**config.mk**
```make
export PLATFORM = sky130hd
export DESIGN_NAME = page_replacement_fifo_lru
export DESIGN_NICKNAME = d
export VERILOG_FILES = /design/src/pgrepl_pkg.sv /design/src/pgrepl_cell.sv /design/src/page_replacement_fifo_lru.sv
export SDC_FILE = /design/constraint.sdc
export NUM_CORES = 2
export LEC_CHECK = 0
export ABC_AREA = 1
export BUFFER_PORTS_ARGS = -buffer_cell sky130_fd_sc_hd__buf_2
export CAP_MARGIN = 0
export CORE_ASPECT_RATIO = 0.8
export CORE_MARGIN = 4
export CORE_UTILIZATION = 57
export CTS_CLUSTER_DIAMETER = 30
export DETAILED_ROUTE_END_ITERATION = 16
export PLACE_DENSITY = 0.73
export SETUP_SLACK_MARGIN = 0.5
export SYNTH_ARGS = -nofsm -noshare
export SYNTH_HDL_FRONTEND = slang
export SYNTH_SLANG_ARGS = --single-unit
```
**constraint.sdc**
```tcl
create_clock -name i_clk -period 4.81 [get_ports i_clk]
set_clock_uncertainty 0.2 [all_clocks]
set_input_delay 0.962 -clock i_clk [delete_from_list [all_inputs] [get_ports i_clk]]
set_output_delay 0.962 -clock i_clk [all_outputs]
set_load 0.05 [all_outputs]
```
**src/pgrepl_pkg.sv**
```systemverilog
// Shared types and constants for the page replacement unit.
package pgrepl_pkg;

    localparam int DEF_VIRTUAL_PAGES = 32;
    localparam int DEF_TIME_BITS     = 16;

    localparam int PAGE_IN_W   = 5;
    localparam int FRAME_W     = 5;
    localparam int FRAME_LIMIT = 32;
    localparam int FRAMES_W    = 6;
    localparam int FAULT_W     = 16;
    localparam int APB_ADDR_W  = 3;
    localparam int APB_DATA_W  = 32;

    localparam logic [FRAMES_W-1:0] FRAMES_RESET = 6'd4;
    localparam logic [FAULT_W-1:0]  FAULT_MAX    = 16'hFFFF;

    localparam logic POLICY_FIFO = 1'b0;
    localparam logic POLICY_LRU  = 1'b1;

    typedef enum logic {
        REG_POLICY_MODE   = 1'b0,
        REG_FRAMES_IN_USE = 1'b1
    } t_reg_idx;

    typedef enum logic [1:0] {
        ST_IDLE,
        ST_LAUNCH,
        ST_SCAN,
        ST_FINISH
    } t_state;

    // Flags of the search beat that walks down the row of page cells.
    typedef struct packed {
        logic valid;
        logic hit;
        logic lru_found;
        logic fifo_match;
    } t_scan_flags;

    // Table update broadcast to every page cell.
    typedef struct packed {
        logic clear;
        logic evict;
        logic load;
        logic stamp;
    } t_cell_wr;

endpackage

```
**src/pgrepl_cell.sv**
```systemverilog
// One page entry of the replacement table and its stage of the search chain.
module pgrepl_cell #(
    parameter int CELL_ID = 0,
    parameter int PAGE_W  = 5,
    parameter int TIME_W  = 16
) (
    input  logic                            i_clk,
    input  logic                            i_rst_n,
    // Keys held steady by the controller for the whole search.
    input  logic [PAGE_W-1:0]               i_key_page,
    input  logic [PAGE_W-1:0]               i_fifo_page,
    input  logic [pgrepl_pkg::FRAME_W-1:0]  i_fifo_frame,
    // Search beat from the previous cell.
    input  pgrepl_pkg::t_scan_flags         i_flags,
    input  logic [pgrepl_pkg::FRAME_W-1:0]  i_hit_frame,
    input  logic [TIME_W-1:0]               i_lru_time,
    input  logic [PAGE_W-1:0]               i_lru_page,
    input  logic [pgrepl_pkg::FRAME_W-1:0]  i_lru_frame,
    // Search beat to the next cell.
    output pgrepl_pkg::t_scan_flags         o_flags,
    output logic [pgrepl_pkg::FRAME_W-1:0]  o_hit_frame,
    output logic [TIME_W-1:0]               o_lru_time,
    output logic [PAGE_W-1:0]               o_lru_page,
    output logic [pgrepl_pkg::FRAME_W-1:0]  o_lru_frame,
    // Table update.
    input  pgrepl_pkg::t_cell_wr            i_wr,
    input  logic [PAGE_W-1:0]               i_wr_page,
    input  logic [PAGE_W-1:0]               i_evict_page,
    input  logic [pgrepl_pkg::FRAME_W-1:0]  i_wr_frame,
    input  logic [TIME_W-1:0]               i_wr_time
);

    localparam logic [PAGE_W-1:0] MY_PAGE = PAGE_W'(CELL_ID);

    logic                           r_resident;
    logic [pgrepl_pkg::FRAME_W-1:0] r_frame;
    logic [TIME_W-1:0]              r_last_use;

    pgrepl_pkg::t_scan_flags        r_flags;
    logic [pgrepl_pkg::FRAME_W-1:0] r_hit_frame;
    logic [TIME_W-1:0]              r_lru_time;
    logic [PAGE_W-1:0]              r_lru_page;
    logic [pgrepl_pkg::FRAME_W-1:0] r_lru_frame;

    pgrepl_pkg::t_scan_flags        n_flags;
    logic [pgrepl_pkg::FRAME_W-1:0] n_hit_frame;
    logic [TIME_W-1:0]              n_lru_time;
    logic [PAGE_W-1:0]              n_lru_page;
    logic [pgrepl_pkg::FRAME_W-1:0] n_lru_frame;

    logic w_key_match;
    logic w_take_lru;

    always_comb begin
        w_key_match = r_resident && (i_key_page == MY_PAGE);
        // Strictly older wins, so on a tie the lower page number ahead stays.
        w_take_lru  = r_resident && (!i_flags.lru_found || (r_last_use < i_lru_time));

        n_flags            = i_flags;
        n_flags.hit        = i_flags.hit || w_key_match;
        n_flags.lru_found  = i_flags.lru_found || r_resident;
        n_flags.fifo_match = i_flags.fifo_match ||
                             (r_resident && (i_fifo_page == MY_PAGE) &&
                              (r_frame == i_fifo_frame));
        n_hit_frame = w_key_match ? r_frame    : i_hit_frame;
        n_lru_time  = w_take_lru  ? r_last_use : i_lru_time;
        n_lru_page  = w_take_lru  ? MY_PAGE    : i_lru_page;
        n_lru_frame = w_take_lru  ? r_frame    : i_lru_frame;
    end

    always_ff @(posedge i_clk) begin
        if (!i_rst_n) begin
            r_resident <= 1'b0;
        end else if (i_wr.clear) begin
            r_resident <= 1'b0;
        end else if (i_wr.load && (i_wr_page == MY_PAGE)) begin
            r_resident <= 1'b1;
        end else if (i_wr.evict && (i_evict_page == MY_PAGE)) begin
            r_resident <= 1'b0;
        end
    end

    always_ff @(posedge i_clk) begin
        if (i_wr.load && (i_wr_page == MY_PAGE)) begin
            r_frame <= i_wr_frame;
        end
        if (i_wr.stamp && (i_wr_page == MY_PAGE)) begin
            r_last_use <= i_wr_time;
        end
    end

    always_ff @(posedge i_clk) begin
        if (!i_rst_n) begin
            r_flags <= '0;
        end else begin
            r_flags <= n_flags;
        end
    end

    always_ff @(posedge i_clk) begin
        r_hit_frame <= n_hit_frame;
        r_lru_time  <= n_lru_time;
        r_lru_page  <= n_lru_page;
        r_lru_frame <= n_lru_frame;
    end

    assign o_flags     = r_flags;
    assign o_hit_frame = r_hit_frame;
    assign o_lru_time  = r_lru_time;
    assign o_lru_page  = r_lru_page;
    assign o_lru_frame = r_lru_frame;

endmodule

```
**src/page_replacement_fifo_lru.sv**
```systemverilog
// An accepted reference is registered, launched into the row of page cells, captured from
// the tail and committed to the result register; the commit waits while the receiver stalls.
// The input is stalled until that commit, so no new reference is taken meanwhile; the search
// beat must walk the whole row of page cells, one cell per cycle, for every reference.
// Reset (synchronous, active low): all pages non-resident, counters and FIFO head zero,
// policy FIFO, four frames. Frame, stamp and load-order tables are not cleared.
module page_replacement_fifo_lru #(
    parameter int VIRTUAL_PAGES = pgrepl_pkg::DEF_VIRTUAL_PAGES,
    parameter int TIME_BITS     = pgrepl_pkg::DEF_TIME_BITS
) (
    input  logic                                i_clk,
    input  logic                                i_rst_n,
    // Reference input channel.
    input  logic                                i_valid,
    output logic                                o_stall,
    input  logic [pgrepl_pkg::PAGE_IN_W-1:0]    i_page_number,
    input  logic                                i_restart,
    // Result output channel.
    output logic                                o_valid,
    input  logic                                i_stall,
    output logic                                o_hit,
    output logic [pgrepl_pkg::FRAME_W-1:0]      o_frame,
    output logic                                o_evicted_valid,
    output logic [pgrepl_pkg::PAGE_IN_W-1:0]    o_evicted_page,
    output logic [pgrepl_pkg::FAULT_W-1:0]      o_fault_count,
    // Configuration port.
    input  logic                                psel,
    input  logic                                penable,
    input  logic                                pwrite,
    input  logic [pgrepl_pkg::APB_ADDR_W-1:0]   paddr,
    input  logic [pgrepl_pkg::APB_DATA_W-1:0]   pwdata,
    output logic [pgrepl_pkg::APB_DATA_W-1:0]   prdata,
    output logic                                pready
);

    localparam int PAGE_W    = $clog2(VIRTUAL_PAGES);
    localparam int FRAME_CAP = (VIRTUAL_PAGES < pgrepl_pkg::FRAME_LIMIT) ?
                               VIRTUAL_PAGES : pgrepl_pkg::FRAME_LIMIT;
    localparam int WRAP_N    = 1 << pgrepl_pkg::PAGE_IN_W;
    localparam int FW        = pgrepl_pkg::FRAME_W;
    localparam int NW        = pgrepl_pkg::FRAMES_W;

    // ------------------------------------------------------------------
    // Configuration registers; bus writes land in the access phase. The
    // controller reads them: write only between references (unchecked).
    // ------------------------------------------------------------------
    logic          r_policy_mode;
    logic [NW-1:0] r_frames_in_use;
    logic          w_cfg_write;

    assign pready      = 1'b1;
    assign w_cfg_write = psel && penable && pwrite;

    always_ff @(posedge i_clk) begin
        if (!i_rst_n) begin
            r_policy_mode   <= pgrepl_pkg::POLICY_FIFO;
            r_frames_in_use <= pgrepl_pkg::FRAMES_RESET;
        end else if (w_cfg_write) begin
            unique case (pgrepl_pkg::t_reg_idx'(paddr[2]))
                pgrepl_pkg::REG_POLICY_MODE:   r_policy_mode   <= pwdata[0];
                pgrepl_pkg::REG_FRAMES_IN_USE: r_frames_in_use <= pwdata[NW-1:0];
            endcase
        end
    end

    always_comb begin
        unique case (pgrepl_pkg::t_reg_idx'(paddr[2]))
            pgrepl_pkg::REG_POLICY_MODE:
                prdata = {{(pgrepl_pkg::APB_DATA_W-1){1'b0}}, r_policy_mode};
            pgrepl_pkg::REG_FRAMES_IN_USE:
                prdata = {{(pgrepl_pkg::APB_DATA_W-NW){1'b0}}, r_frames_in_use};
        endcase
    end

    // ------------------------------------------------------------------
    // Page number wrap. Each entry of this small table is the input page
    // reduced modulo the page count, settled at elaboration.
    // ------------------------------------------------------------------
    logic [PAGE_W-1:0] w_wrap_tab [WRAP_N];

    for (genvar v = 0; v < WRAP_N; v++) begin : g_wrap
        localparam int WRAPPED = v % VIRTUAL_PAGES;
        assign w_wrap_tab[v] = PAGE_W'(WRAPPED);
    end

    // ------------------------------------------------------------------
    // Control state and table-wide registers.
    // ------------------------------------------------------------------
    pgrepl_pkg::t_state r_state;
    pgrepl_pkg::t_state n_state;

    logic [PAGE_W-1:0]             r_page;
    logic [FW-1:0]                 r_order_head;
    logic [NW-1:0]                 r_next_free;
    logic [TIME_BITS-1:0]          r_now;
    logic [pgrepl_pkg::FAULT_W-1:0] r_faults;
    logic [PAGE_W-1:0]             r_load_order [pgrepl_pkg::FRAME_LIMIT];

    // Search results captured from the tail of the cell row.
    logic          r_res_hit;
    logic [FW-1:0] r_res_hit_frame;
    logic          r_res_lru_found;
    logic [PAGE_W-1:0] r_res_lru_page;
    logic [FW-1:0] r_res_lru_frame;
    logic          r_res_fifo_match;

    // Result register that parts the cell row from the output channel.
    logic                           r_out_valid;
    logic                           r_out_hit;
    logic [FW-1:0]                  r_out_frame;
    logic                           r_out_evicted_valid;
    logic [pgrepl_pkg::PAGE_IN_W-1:0] r_out_evicted_page;
    logic [pgrepl_pkg::FAULT_W-1:0] r_out_fault_count;

    logic w_accept;
    logic w_slot_free;
    logic w_commit;
    logic w_launch;

    // Replacement decision outputs.
    logic [FW-1:0]     w_frame;
    logic              w_ev_valid;
    logic [PAGE_W-1:0] w_ev_page;
    logic              w_use_free;
    logic              w_use_fifo;

    // ------------------------------------------------------------------
    // The row of page cells. Tap 0 is fed by the controller; the beat
    // leaves the last cell after passing the register of every cell.
    // ------------------------------------------------------------------
    pgrepl_pkg::t_scan_flags w_flags      [VIRTUAL_PAGES+1];
    logic [FW-1:0]           w_hit_frame  [VIRTUAL_PAGES+1];
    logic [TIME_BITS-1:0]    w_lru_time   [VIRTUAL_PAGES+1];
    logic [PAGE_W-1:0]       w_lru_page   [VIRTUAL_PAGES+1];
    logic [FW-1:0]           w_lru_frame  [VIRTUAL_PAGES+1];
    logic [VIRTUAL_PAGES-1:0] w_chain_valid;

    pgrepl_pkg::t_cell_wr    w_wr;
    logic [PAGE_W-1:0]       w_evict_page_idx;

    // FIFO victim, worked out from registers that hold still during a search.
    // The page loaded in the victim frame is read out when the reference is
    // accepted; after a restart every frame is free, so that read goes unused.
    logic [NW-1:0]     w_eff;
    logic [FW-1:0]     w_victim;
    logic [NW-1:0]     w_victim_inc;
    logic [FW-1:0]     w_head_next;
    logic [PAGE_W-1:0] r_fifo_page;

    assign w_flags[0]     = '{valid: w_launch, hit: 1'b0, lru_found: 1'b0, fifo_match: 1'b0};
    assign w_hit_frame[0] = '0;
    assign w_lru_time[0]  = '0;
    assign w_lru_page[0]  = '0;
    assign w_lru_frame[0] = '0;

    for (genvar c = 0; c < VIRTUAL_PAGES; c++) begin : g_cell
        pgrepl_cell #(
            .CELL_ID (c),
            .PAGE_W  (PAGE_W),
            .TIME_W  (TIME_BITS)
        ) u_cell (
            .i_clk        (i_clk),
            .i_rst_n      (i_rst_n),
            .i_key_page   (r_page),
            .i_fifo_page  (r_fifo_page),
            .i_fifo_frame (w_victim),
            .i_flags      (w_flags[c]),
            .i_hit_frame  (w_hit_frame[c]),
            .i_lru_time   (w_lru_time[c]),
            .i_lru_page   (w_lru_page[c]),
            .i_lru_frame  (w_lru_frame[c]),
            .o_flags      (w_flags[c+1]),
            .o_hit_frame  (w_hit_frame[c+1]),
            .o_lru_time   (w_lru_time[c+1]),
            .o_lru_page   (w_lru_page[c+1]),
            .o_lru_frame  (w_lru_frame[c+1]),
            .i_wr         (w_wr),
            .i_wr_page    (r_page),
            .i_evict_page (w_evict_page_idx),
            .i_wr_frame   (w_frame),
            .i_wr_time    (r_now)
        );
        assign w_chain_valid[c] = w_flags[c+1].valid;
    end

    // ------------------------------------------------------------------
    // State machine: accept, launch the search beat, wait for it at the
    // tail, then commit once the result register can take the result.
    // ------------------------------------------------------------------
    assign w_slot_free = !r_out_valid || !i_stall;
    assign w_accept    = i_valid && !o_stall;

    always_ff @(posedge i_clk) begin
        if (!i_rst_n) begin
            r_state <= pgrepl_pkg::ST_IDLE;
        end else begin
            r_state <= n_state;
        end
    end

    always_comb begin
        n_state  = r_state;
        o_stall  = 1'b1;
        w_launch = 1'b0;
        w_commit = 1'b0;
        unique case (r_state)
            pgrepl_pkg::ST_IDLE: begin
                o_stall = 1'b0;
                if (i_valid) begin
                    n_state = pgrepl_pkg::ST_LAUNCH;
                end
            end
            pgrepl_pkg::ST_LAUNCH: begin
                w_launch = 1'b1;
                n_state  = pgrepl_pkg::ST_SCAN;
            end
            pgrepl_pkg::ST_SCAN: begin
                if (w_flags[VIRTUAL_PAGES].valid) begin
                    n_state = pgrepl_pkg::ST_FINISH;
                end
            end
            pgrepl_pkg::ST_FINISH: begin
                if (w_slot_free) begin
                    w_commit = 1'b1;
                    n_state  = pgrepl_pkg::ST_IDLE;
                end
            end
            default: begin
                n_state = pgrepl_pkg::ST_IDLE;
            end
        endcase
    end

    // ------------------------------------------------------------------
    // Replacement decision. A hit keeps its frame; a miss takes the next
    // free frame while any remain, else evicts by the selected policy.
    // ------------------------------------------------------------------
    always_comb begin
        // A zero count acts as one frame; anything above the cap acts as the cap.
        if (r_frames_in_use == '0) begin
            w_eff = NW'(1);
        end else if (r_frames_in_use > NW'(FRAME_CAP)) begin
            w_eff = NW'(FRAME_CAP);
        end else begin
            w_eff = r_frames_in_use;
        end

        // A head at or beyond a lowered frame count restarts at frame 0.
        w_victim     = ({1'b0, r_order_head} < w_eff) ? r_order_head : '0;
        w_victim_inc = {1'b0, w_victim} + NW'(1);
        w_head_next  = (w_victim_inc < w_eff) ? w_victim_inc[FW-1:0] : '0;

        w_frame    = r_res_hit_frame;
        w_ev_valid = 1'b0;
        w_ev_page  = '0;
        w_use_free = 1'b0;
        w_use_fifo = 1'b0;
        if (!r_res_hit) begin
            if (r_next_free < w_eff) begin
                w_use_free = 1'b1;
                w_frame    = r_next_free[FW-1:0];
            end else if (r_policy_mode == pgrepl_pkg::POLICY_FIFO) begin
                // The victim frame may hold no live page; then it is reused quietly.
                w_use_fifo = 1'b1;
                w_frame    = w_victim;
                w_ev_valid = r_res_fifo_match;
                w_ev_page  = r_res_fifo_match ? r_fifo_page : '0;
            end else if (r_res_lru_found) begin
                w_frame    = r_res_lru_frame;
                w_ev_valid = 1'b1;
                w_ev_page  = r_res_lru_page;
            end else begin
                // Nothing resident under LRU: frame 0 is reused.
                w_frame = '0;
            end
        end
    end

    // Restart clears residency at the accept edge, before the search starts.
    always_comb begin
        w_wr.clear       = w_accept && i_restart;
        w_wr.evict       = w_commit && w_ev_valid;
        w_wr.load        = w_commit && !r_res_hit;
        w_wr.stamp       = w_commit;
        w_evict_page_idx = w_ev_page;
    end

    // ------------------------------------------------------------------
    // Table-wide counters, load order and captured search results.
    // ------------------------------------------------------------------
    always_ff @(posedge i_clk) begin
        if (!i_rst_n) begin
            r_order_head <= '0;
            r_next_free  <= '0;
            r_now        <= '0;
            r_faults     <= '0;
        end else if (w_accept && i_restart) begin
            r_order_head <= '0;
            r_next_free  <= '0;
            r_now        <= '0;
            r_faults     <= '0;
        end else if (w_commit) begin
            if (!r_res_hit && (r_faults != pgrepl_pkg::FAULT_MAX)) begin
                r_faults <= r_faults + pgrepl_pkg::FAULT_W'(1);
            end
            if (w_use_free) begin
                r_next_free <= r_next_free + NW'(1);
            end
            if (w_use_fifo) begin
                r_order_head <= w_head_next;
            end
            if (r_now != '1) begin
                r_now <= r_now + TIME_BITS'(1);
            end
        end
    end

    always_ff @(posedge i_clk) begin
        if (w_accept) begin
            r_page      <= w_wrap_tab[i_page_number];
            r_fifo_page <= r_load_order[w_victim];
        end
        if (w_commit && !r_res_hit) begin
            r_load_order[w_frame] <= r_page;
        end
        if ((r_state == pgrepl_pkg::ST_SCAN) && w_flags[VIRTUAL_PAGES].valid) begin
            r_res_hit        <= w_flags[VIRTUAL_PAGES].hit;
            r_res_hit_frame  <= w_hit_frame[VIRTUAL_PAGES];
            r_res_lru_found  <= w_flags[VIRTUAL_PAGES].lru_found;
            r_res_lru_page   <= w_lru_page[VIRTUAL_PAGES];
            r_res_lru_frame  <= w_lru_frame[VIRTUAL_PAGES];
            r_res_fifo_match <= w_flags[VIRTUAL_PAGES].fifo_match;
        end
    end

    // ------------------------------------------------------------------
    // Output register. The fault count shown includes this reference.
    // ------------------------------------------------------------------
    always_ff @(posedge i_clk) begin
        if (!i_rst_n) begin
            r_out_valid <= 1'b0;
        end else if (w_commit) begin
            r_out_valid <= 1'b1;
        end else if (!i_stall) begin
            r_out_valid <= 1'b0;
        end
    end

    always_ff @(posedge i_clk) begin
        if (w_commit) begin
            r_out_hit           <= r_res_hit;
            r_out_frame         <= w_frame;
            r_out_evicted_valid <= w_ev_valid;
            r_out_evicted_page  <= pgrepl_pkg::PAGE_IN_W'(w_ev_page);
            if (!r_res_hit && (r_faults != pgrepl_pkg::FAULT_MAX)) begin
                r_out_fault_count <= r_faults + pgrepl_pkg::FAULT_W'(1);
            end else begin
                r_out_fault_count <= r_faults;
            end
        end
    end

    assign o_valid         = r_out_valid;
    assign o_hit           = r_out_hit;
    assign o_frame         = r_out_frame;
    assign o_evicted_valid = r_out_evicted_valid;
    assign o_evicted_page  = r_out_evicted_page;
    assign o_fault_count   = r_out_fault_count;

`ifndef NO_ASSERTIONS
    // Only one search beat may be in the row at a time.
    a_one_beat: assert property (@(posedge i_clk) disable iff (!i_rst_n)
        $onehot0(w_chain_valid))
        else $error("more than one search beat in the cell row");

    // The beat reaches the tail only while the controller waits for it.
    a_tail_in_scan: assert property (@(posedge i_clk) disable iff (!i_rst_n)
        w_flags[VIRTUAL_PAGES].valid |-> (r_state == pgrepl_pkg::ST_SCAN))
        else $error("search beat left the row outside the scan state");

    // Every resident page was stamped since the last restart, so never later than now.
    a_stamp_past: assert property (@(posedge i_clk) disable iff (!i_rst_n)
        (w_flags[VIRTUAL_PAGES].valid && w_flags[VIRTUAL_PAGES].lru_found)
            |-> (w_lru_time[VIRTUAL_PAGES] <= r_now))
        else $error("oldest stamp lies ahead of the reference clock");

    // Free frames are handed out no further than the frame limit.
    a_free_bound: assert property (@(posedge i_clk) disable iff (!i_rst_n)
        r_next_free <= NW'(FRAME_CAP))
        else $error("free frame count passed the frame limit");

    // A hit never reports an eviction.
    a_hit_no_evict: assert property (@(posedge i_clk) disable iff (!i_rst_n)
        (r_out_valid && r_out_hit) |-> !r_out_evicted_valid)
        else $error("eviction reported on a hit");
`endif

endmodule
```
# ---- After elaboration in Yosys (flattened, before gate mapping)
# Memories as Yosys holds them, arrays and structs flattened. A register that Yosys moved wholly into a read port is not among the register bits.
# Index checks and enable logic that the tools add are counted.
dict set report op_classes {
  addsub 4
  n_lt_le_gt_ge 35
  n_eq_ne 134
  mux 193
  bitwise_logic 3
  n_reduce_logical 434
}
# operator count
set ops {}
lappend ops {{$lt A16 B16 Y1} 31}
lappend ops {{$mux W16} 31}
lappend ops {{$mux W5} 73}
lappend ops {{$eq A5 B5 Y1 const B} 48}
lappend ops {{$logic_and A1 B1 Y1} 231}
lappend ops {{$eq A5 B5 Y1} 32}
lappend ops {{$logic_or A1 B1 Y1} 125}
lappend ops {{$eq A5 B4 Y1 const B} 24}
lappend ops {{$mux W1} 82}
lappend ops {{$pmux W32 S2} 1}
lappend ops {{$reduce_bool A2 Y1} 32}
lappend ops {{$eq A5 B3 Y1 const B} 12}
lappend ops {{$logic_not A1 Y1} 34}
lappend ops {{$add A16 B1 Y16 const B} 2}
lappend ops {{$ne A16 B16 Y1 const B} 2}
lappend ops {{$eq A5 B2 Y1 const B} 6}
lappend ops {{$eq A5 B1 Y1 const B} 3}
lappend ops {{$logic_not A5 Y1} 3}
lappend ops {{$lt A6 B6 Y1} 2}
lappend ops {{$mux W6} 2}
lappend ops {{$reduce_and A2 Y1} 5}
lappend ops {{$pmux W2 S4} 1}
lappend ops {{$add A5 B1 Y6 const B} 1}
lappend ops {{$add A6 B1 Y6 const B} 1}
lappend ops {{13 further kinds} 19}
dict set report word_totals {
  regBits 1902
  mem_bits_rw 160
  rom_bits 160
  elab_cells 1174
  memories 2
}
# memory words word_bits read_ports rd_clocked_by_memory_dff wr line_no
set mem_list {}
lappend mem_list {{(name not given)} 32 5 1 1 0 page_replacement_fifo_lru.sv:320} ;# r_page <= w_wrap_tab[i_page_number];
lappend mem_list {r_load_order 32 5 1 1 1 page_replacement_fifo_lru.sv:97} ;# logic [PAGE_W-1:0] r_load_order [pgrepl_pkg::FRAME_LIMIT];

# ---- Depth between registers and ports, before layout
dict set report logic_depth {
  depth_word 10
  mapped_depth 20
  mapped_depth_nobuf 19
}

# ---- By module
# From an unflattened synthesis, not the netlist that was laid out.
dict set report hier_totals {
  cells_unflattened 9267
  hier_area_um2 89434.5
}
# module instances cells_per_inst area_per_inst_um2 seq_area_each_um2
set by_module_without_submodules {}
lappend by_module_without_submodules {page_replacement_fifo_lru 1 1346 12757.2 7547.2}
lappend by_module_without_submodules {{pgrepl_cell at g_cell[21].u_cell ...} 4 251 2514.9 1351.3}
lappend by_module_without_submodules {{pgrepl_cell at g_cell[5].u_cell ...} 3 252 2371.0 1351.3}
lappend by_module_without_submodules {{pgrepl_cell at g_cell[20].u_cell ...} 3 241 2353.5 1351.3}
lappend by_module_without_submodules {{pgrepl_cell at g_cell[4].u_cell ...} 2 248 2404.8 1351.3}
lappend by_module_without_submodules {{pgrepl_cell at g_cell[17].u_cell ...} 2 249 2371.0 1351.3}
lappend by_module_without_submodules {{pgrepl_cell at g_cell[23].u_cell ...} 2 253 2343.5 1351.3}
lappend by_module_without_submodules {{pgrepl_cell at g_cell[15].u_cell} 1 243 2447.3 1351.3}
lappend by_module_without_submodules {{pgrepl_cell at g_cell[19].u_cell} 1 252 2428.6 1351.3}
lappend by_module_without_submodules {{pgrepl_cell at g_cell[28].u_cell} 1 241 2417.3 1351.3}
lappend by_module_without_submodules {{pgrepl_cell at g_cell[13].u_cell} 1 250 2409.8 1351.3}
lappend by_module_without_submodules {{pgrepl_cell at g_cell[2].u_cell} 1 247 2403.6 1351.3}
lappend by_module_without_submodules {{pgrepl_cell at g_cell[30].u_cell} 1 249 2399.8 1351.3}
lappend by_module_without_submodules {{pgrepl_cell at g_cell[1].u_cell} 1 244 2398.6 1351.3}
lappend by_module_without_submodules {{9 more rows} n/a n/a n/a n/a}

# ---- Least setup slack after synthesis
# OpenSTA, ideal clock, no wires.
dict set report synth_timing {
  kind {in2reg}
  startpoint {input i_stall}
  endpoint {register g_cell[11].u_cell.r_frame[0] (netlist name), enable pin}
  setup_time_ns 0.314
  arrival_ns 4.219
  t_required_ns 4.296
  path_slack_ns 0.077
  path_stages 7
  cell_sequence {nand2_1 -> inv_1 -> nor2_2 -> inv_2 -> nor4_1 -> nand2_1 -> inv_1}
}
dict set report synth_via {
  elab_chain_len 6
}
# item line_no
set synth_rtl {}
lappend synth_rtl {{start: declaration} page_replacement_fifo_lru.sv:20} ;# input logic i_stall,
lappend synth_rtl {{$logic_not A1 Y1} n/a}
lappend synth_rtl {{$logic_or A1 B1 Y1} page_replacement_fifo_lru.sv:190} ;# assign w_slot_free = !r_out_valid || !i_stall;
lappend synth_rtl {{$mux W1} page_replacement_fifo_lru.sv:223} ;# if (w_slot_free) begin
lappend synth_rtl {{$mux W1} page_replacement_fifo_lru.sv:206} ;# unique case (r_state)
lappend synth_rtl {{via w_commit} page_replacement_fifo_lru.sv:117} ;# logic w_commit;
lappend synth_rtl {{$logic_and A1 B1 Y1} page_replacement_fifo_lru.sv:283} ;# w_wr.load = w_commit && !r_res_hit;
lappend synth_rtl {{$logic_and A1 B1 Y1} pgrepl_cell.sv:84} ;# if (i_wr.load && (i_wr_page == MY_PAGE)) begin
lappend synth_rtl {{end signal: assignment} pgrepl_cell.sv:85} ;# r_frame <= i_wr_frame;
lappend synth_rtl {{end: declaration} pgrepl_cell.sv:36} ;# logic [pgrepl_pkg::FRAME_W-1:0] r_frame;
# The timed path passes the listed nets, and every way through them passes these cells.
# A chain may end at the register's enable or synchronous reset.

# ---- Worst setup path after layout
dict set report layout_timing {
  startpoint {register r_frames_in_use[0]}
  endpoint {memory r_load_order[16][4], enable pin}
}
dict set report layout_via {
  elab_chain_len 8
  elab_cells_between_ends 10
  cone_classes {order compare (3); mux (6); reduce/logical (1)}
}
# item line_no
set layout_rtl {}
lappend layout_rtl {{start: declaration} page_replacement_fifo_lru.sv:48} ;# logic [NW-1:0] r_frames_in_use;
lappend layout_rtl {{start signal: assignment} page_replacement_fifo_lru.sv:57} ;# r_frames_in_use <= pgrepl_pkg::FRAMES_RESET;
lappend layout_rtl {{start signal: assignment} page_replacement_fifo_lru.sv:61} ;# pgrepl_pkg::REG_FRAMES_IN_USE: r_frames_in_use <= pwdata[NW-1:0];
lappend layout_rtl {{$gt A6 B6 Y1} page_replacement_fifo_lru.sv:242} ;# end else if (r_frames_in_use > NW'(FRAME_CAP)) begin
lappend layout_rtl {{$mux W6} page_replacement_fifo_lru.sv:242}
lappend layout_rtl {{$mux W6 (*)} page_replacement_fifo_lru.sv:240} ;# if (r_frames_in_use == '0) begin
lappend layout_rtl {{$lt A5 B6 Y1} page_replacement_fifo_lru.sv:249} ;# w_victim = ({1'b0, r_order_head} < w_eff) ? r_order_head : '0;
lappend layout_rtl {{$mux W5} page_replacement_fifo_lru.sv:249}
lappend layout_rtl {{$mux W5} page_replacement_fifo_lru.sv:262} ;# end else if (r_policy_mode == pgrepl_pkg::POLICY_FIFO) begin
lappend layout_rtl {{$mux W5 (*)} page_replacement_fifo_lru.sv:259} ;# if (r_next_free < w_eff) begin
lappend layout_rtl {{$mux W5 (*)} page_replacement_fifo_lru.sv:258} ;# if (!r_res_hit) begin
lappend layout_rtl {{end: declaration} page_replacement_fifo_lru.sv:97}
# Every way passes the cells marked *; elsewhere a longest branch is shown, timed or not.

==> out/qor.csv <==
metric,value,unit
"top cells by area, synth","edfxtp_1 (33%), dfxtp_1 (29%), ha_1 (7.6%), nand2_1 (6.8%), o21ai_0 (5.6%)",
Max-Cap Viols,0,
Ports,111,
num rows,123,
CP max FO,15,
maximum vdd drop,0.501,mV
Reg2Reg Setup Slack,750,ps
internal power contribution,0.0334,W
fin area,93700,sq um
synth unique cells,45,
CP Capture Type,flip-flop,
Hold Path Depth,1,
DIE HEIGHT,345,um
min-delay worst type,input port to flip-flop,
fmax,0.246,GHz
combined area of the multi-input logic cells,25200,sq um
clock root buffer master,clkbuf_16,
Buffers on Ports,55,
DRC viols,0,
Initial DRC Count,5605,
area delta synth->final,16.1,%
WL per Instance,19.2,um
Via density,5.46,
Max Transition Viols Final,0,
Mapped Avg Cell Area,9.91,sq um
synthesized flop and latch total,2046,
total negative slack,0,ps
Tmin final,4060,ps
Synth Flop Type,dfxtp_1,
period utilization,0.844,
"commonest non-fill, non-tap cell in the layout",nand2_1,
Initial Utilization,0.574,
Area after DPL,83000,sq um
largest net degree at the start of global routing,108,
via count,57167,
Gate power share,0.041,
Finish-stage setup viols,0,
P_sw,0.00966,W
Worst-path clk slew,50,ps
worst-skew pair later-pin latency,910,ps
synth warn,0,
crit path kind,flip-flop to flip-flop,
endpoints failing hold,0,
Clock Sinks,2046,
RR Endpoint,r_load_order[16][4],
Hold Path Sink,r_page[2],
R2R Path Start,r_frames_in_use[0],
RSZ-0062 raised after global routing,yes,
share of cells above drive strength 1,0.0920,
first-pass GRT wire length,309000,um
TritonCTS clock tree,yes,
core area,141000,sq um
Longest Clk Path Bufs,4,
WL final,201000,um
Seq pwr share,0.434,
slew margin rel.,0.217,
layout net count,8892,
vias in the first global route,56186,
critical path data arrival time,4380,ps
drt pass-1 iters,6,
hpwl dp,130000,um
Static Leak,36.9,nW
Pwr Density,460,nW/um^2
FILL cells,10251,
Clock power frac,0.525,
die area,148000,sq um
"Cell Area, Synth",80700,sq um
cell type with the largest total area after synthesis,edfxtp_1,
Synth async-reset ratio,0,
cts bufs inserted,313,
register area,49900,sq um
share of the synthesized area in the top cell type,0.330,
type of origin of the critical path,flip-flop,
"Seq/Total Area, Yosys",0.618,
Die X,429,um
GPL Wtd Cong,0.977,
number of enable flip-flop cells after synthesis,888,
Worst Tran Pin Value,1170,ps
Hold Crit Start,i_page_number[2],
outcome,finished clean,
CP required,5130,ps
Final ANT Viol Nets,0,
start point of the critical path,r_frames_in_use[0],
Post-Synthesis Cells,8147,
antenna violations before repair,11,
switch share,0.224,
"commonest cells after routing, fill and taps aside","nand2_1 (1464), inv_1 (1196), dfxtp_1 (1141), o21ai_0 (902), edfxtp_1 (888)",
H-tree depth,5,
Total GRT Usage,0.267,
gr ovfl total,0,
R2R depth,14,
-- layer usage --
metal	wire, um	vias up	global-route usage
met5	74	-	0
met4	8120	10	0.114
met3	17100	503	0.0550
met2	89800	2298	0.421
met1	86300	27023	0.363
li1	-	27333	-
-- power groups by stage --
stage,logic [W],clock network (W),registers (W)
global placement,0.00166,0,0.0190
floorplan,0.000995,0,0.0191
detailed placement,0.00171,0,0.0190
CTS,0.00174,0.0229,0.0187
finish,0.00176,0.0226,0.0187
global route,0.00193,0.0237,0.0187
-- synth_stat cells (2+ instances only) --
cell type,instances
buf_1,10
or2_2,75
nand2_2,4
inv_1,1198
xor2_1,72
nor3b_1,2
o22ai_1,36
edfxtp_1,888
nand3_4,2
buf_4,32
o21ai_1,6
buf_2,41
ha_1,488
nor4_1,11
clkinv_1,27
buf_6,2
inv_2,4
nor3_1,74
a21oi_1,506
o211ai_2,2
o211ai_1,31
nand3_2,5
nand2_1,1465
nand3_1,221
nor2_1,530
o21a_1,11
nand4_1,103
a211oi_1,3
dfxtp_1,1158
conb_1,2
o21ai_0,902
clkbuf_1,192
o31ai_1,32
-- flip-flops by register name, summed over array words and instances (netlist names), 16 cells and up --
| signal | count |
|---|---|
| g_cell.u_cell.r_frame | 160 |
| g_cell.u_cell.r_resident | 32 |
| g_cell.u_cell.o_hit_frame | 160 |
| r_faults | 16 |
| g_cell.u_cell.o_lru_page | 129 |
| g_cell.u_cell.o_lru_frame | 160 |
| g_cell.u_cell.o_lru_time | 496 |
| g_cell.u_cell.o_flags | 128 |
| r_now | 16 |
| o_fault_count | 16 |
| g_cell.u_cell.r_last_use | 512 |
| r_load_order | 160 |
-- timing repair --
action                     CTS  global route
resized for setup            0             2
hold buffers                 2             0
buffers inserted             0             0
hold endpoints to repair     2             0
setup endpoints to repair    0            33
-- final cells by class --
class | count | share of cell area
flip-flops and latches | 2046 | 0.532
multi-input cells | 4620 | 0.269
clock buffers | 379 | 0.0920
inverters | 1229 | 0.0493
well taps | 1875 | 0.0250
clock inverters | 179 | 0.0220
repair buffers | 146 | 0.0105
diodes | 4 | 0.000107
-- cell families after synthesis --
group | count (synthesis) | synth area share
XOR/XNOR | 73 | 0.00792
AND/OR/NAND/NOR | 2497 | 0.128
adder cells (fa/ha/maj) | 488 | 0.0756
other | 2 | 0.0000930
buffers and inverters | 1506 | 0.0723
AO/OA/AOI/OAI | 1535 | 0.0987
flip-flops | 2046 | 0.618
-- worst max path at each step --
stage | end | slack (ps) | cells past startpoint
finish | r_load_order[16][4] | 750 | 14
CTS | r_order_head[1] | 650 | 18
global placement | r_order_head[1] | 600 | 18
detailed placement | r_order_head[1] | 680 | 18
global route | r_load_order[12][4] | 430 | 13
floorplan | g_cell[11].u_cell.r_frame[0] | 80 | 7
-- worst max-delay path: stages, from the launching register on --
cell and delay [ps]:
dfxtp_1 330, nor2_1 140, nand2_1 70, o21ai_0 210, nand2_1 170, ha_1 220, a21oi_1 150, nor3_1 60
a211oi_1 230, nand2_2 280, o21ai_0 290, inv_1 110, a21oi_2 180, nand3_1 490, nor2_1 570
-- stage by stage --
stage / hold slack (ps) / utilization / power [W] / std cells / setup slack (ps)
after floorplan: 186 / - / 0.0201 / 8172 / 76.7
final: 58.5 / 0.666 / 0.0431 / 10478 / 749
after detailed placement: 189 / 0.590 / 0.0207 / 9914 / 681
after CTS: 0.221 / 0.666 / 0.0433 / 10474 / 646
after global routing: 17.8 / 0.666 / 0.0444 / 10474 / 429
after global placement: 188 / 0.590 / 0.0207 / 9914 / 602
(Power assumes the default switching activity.)
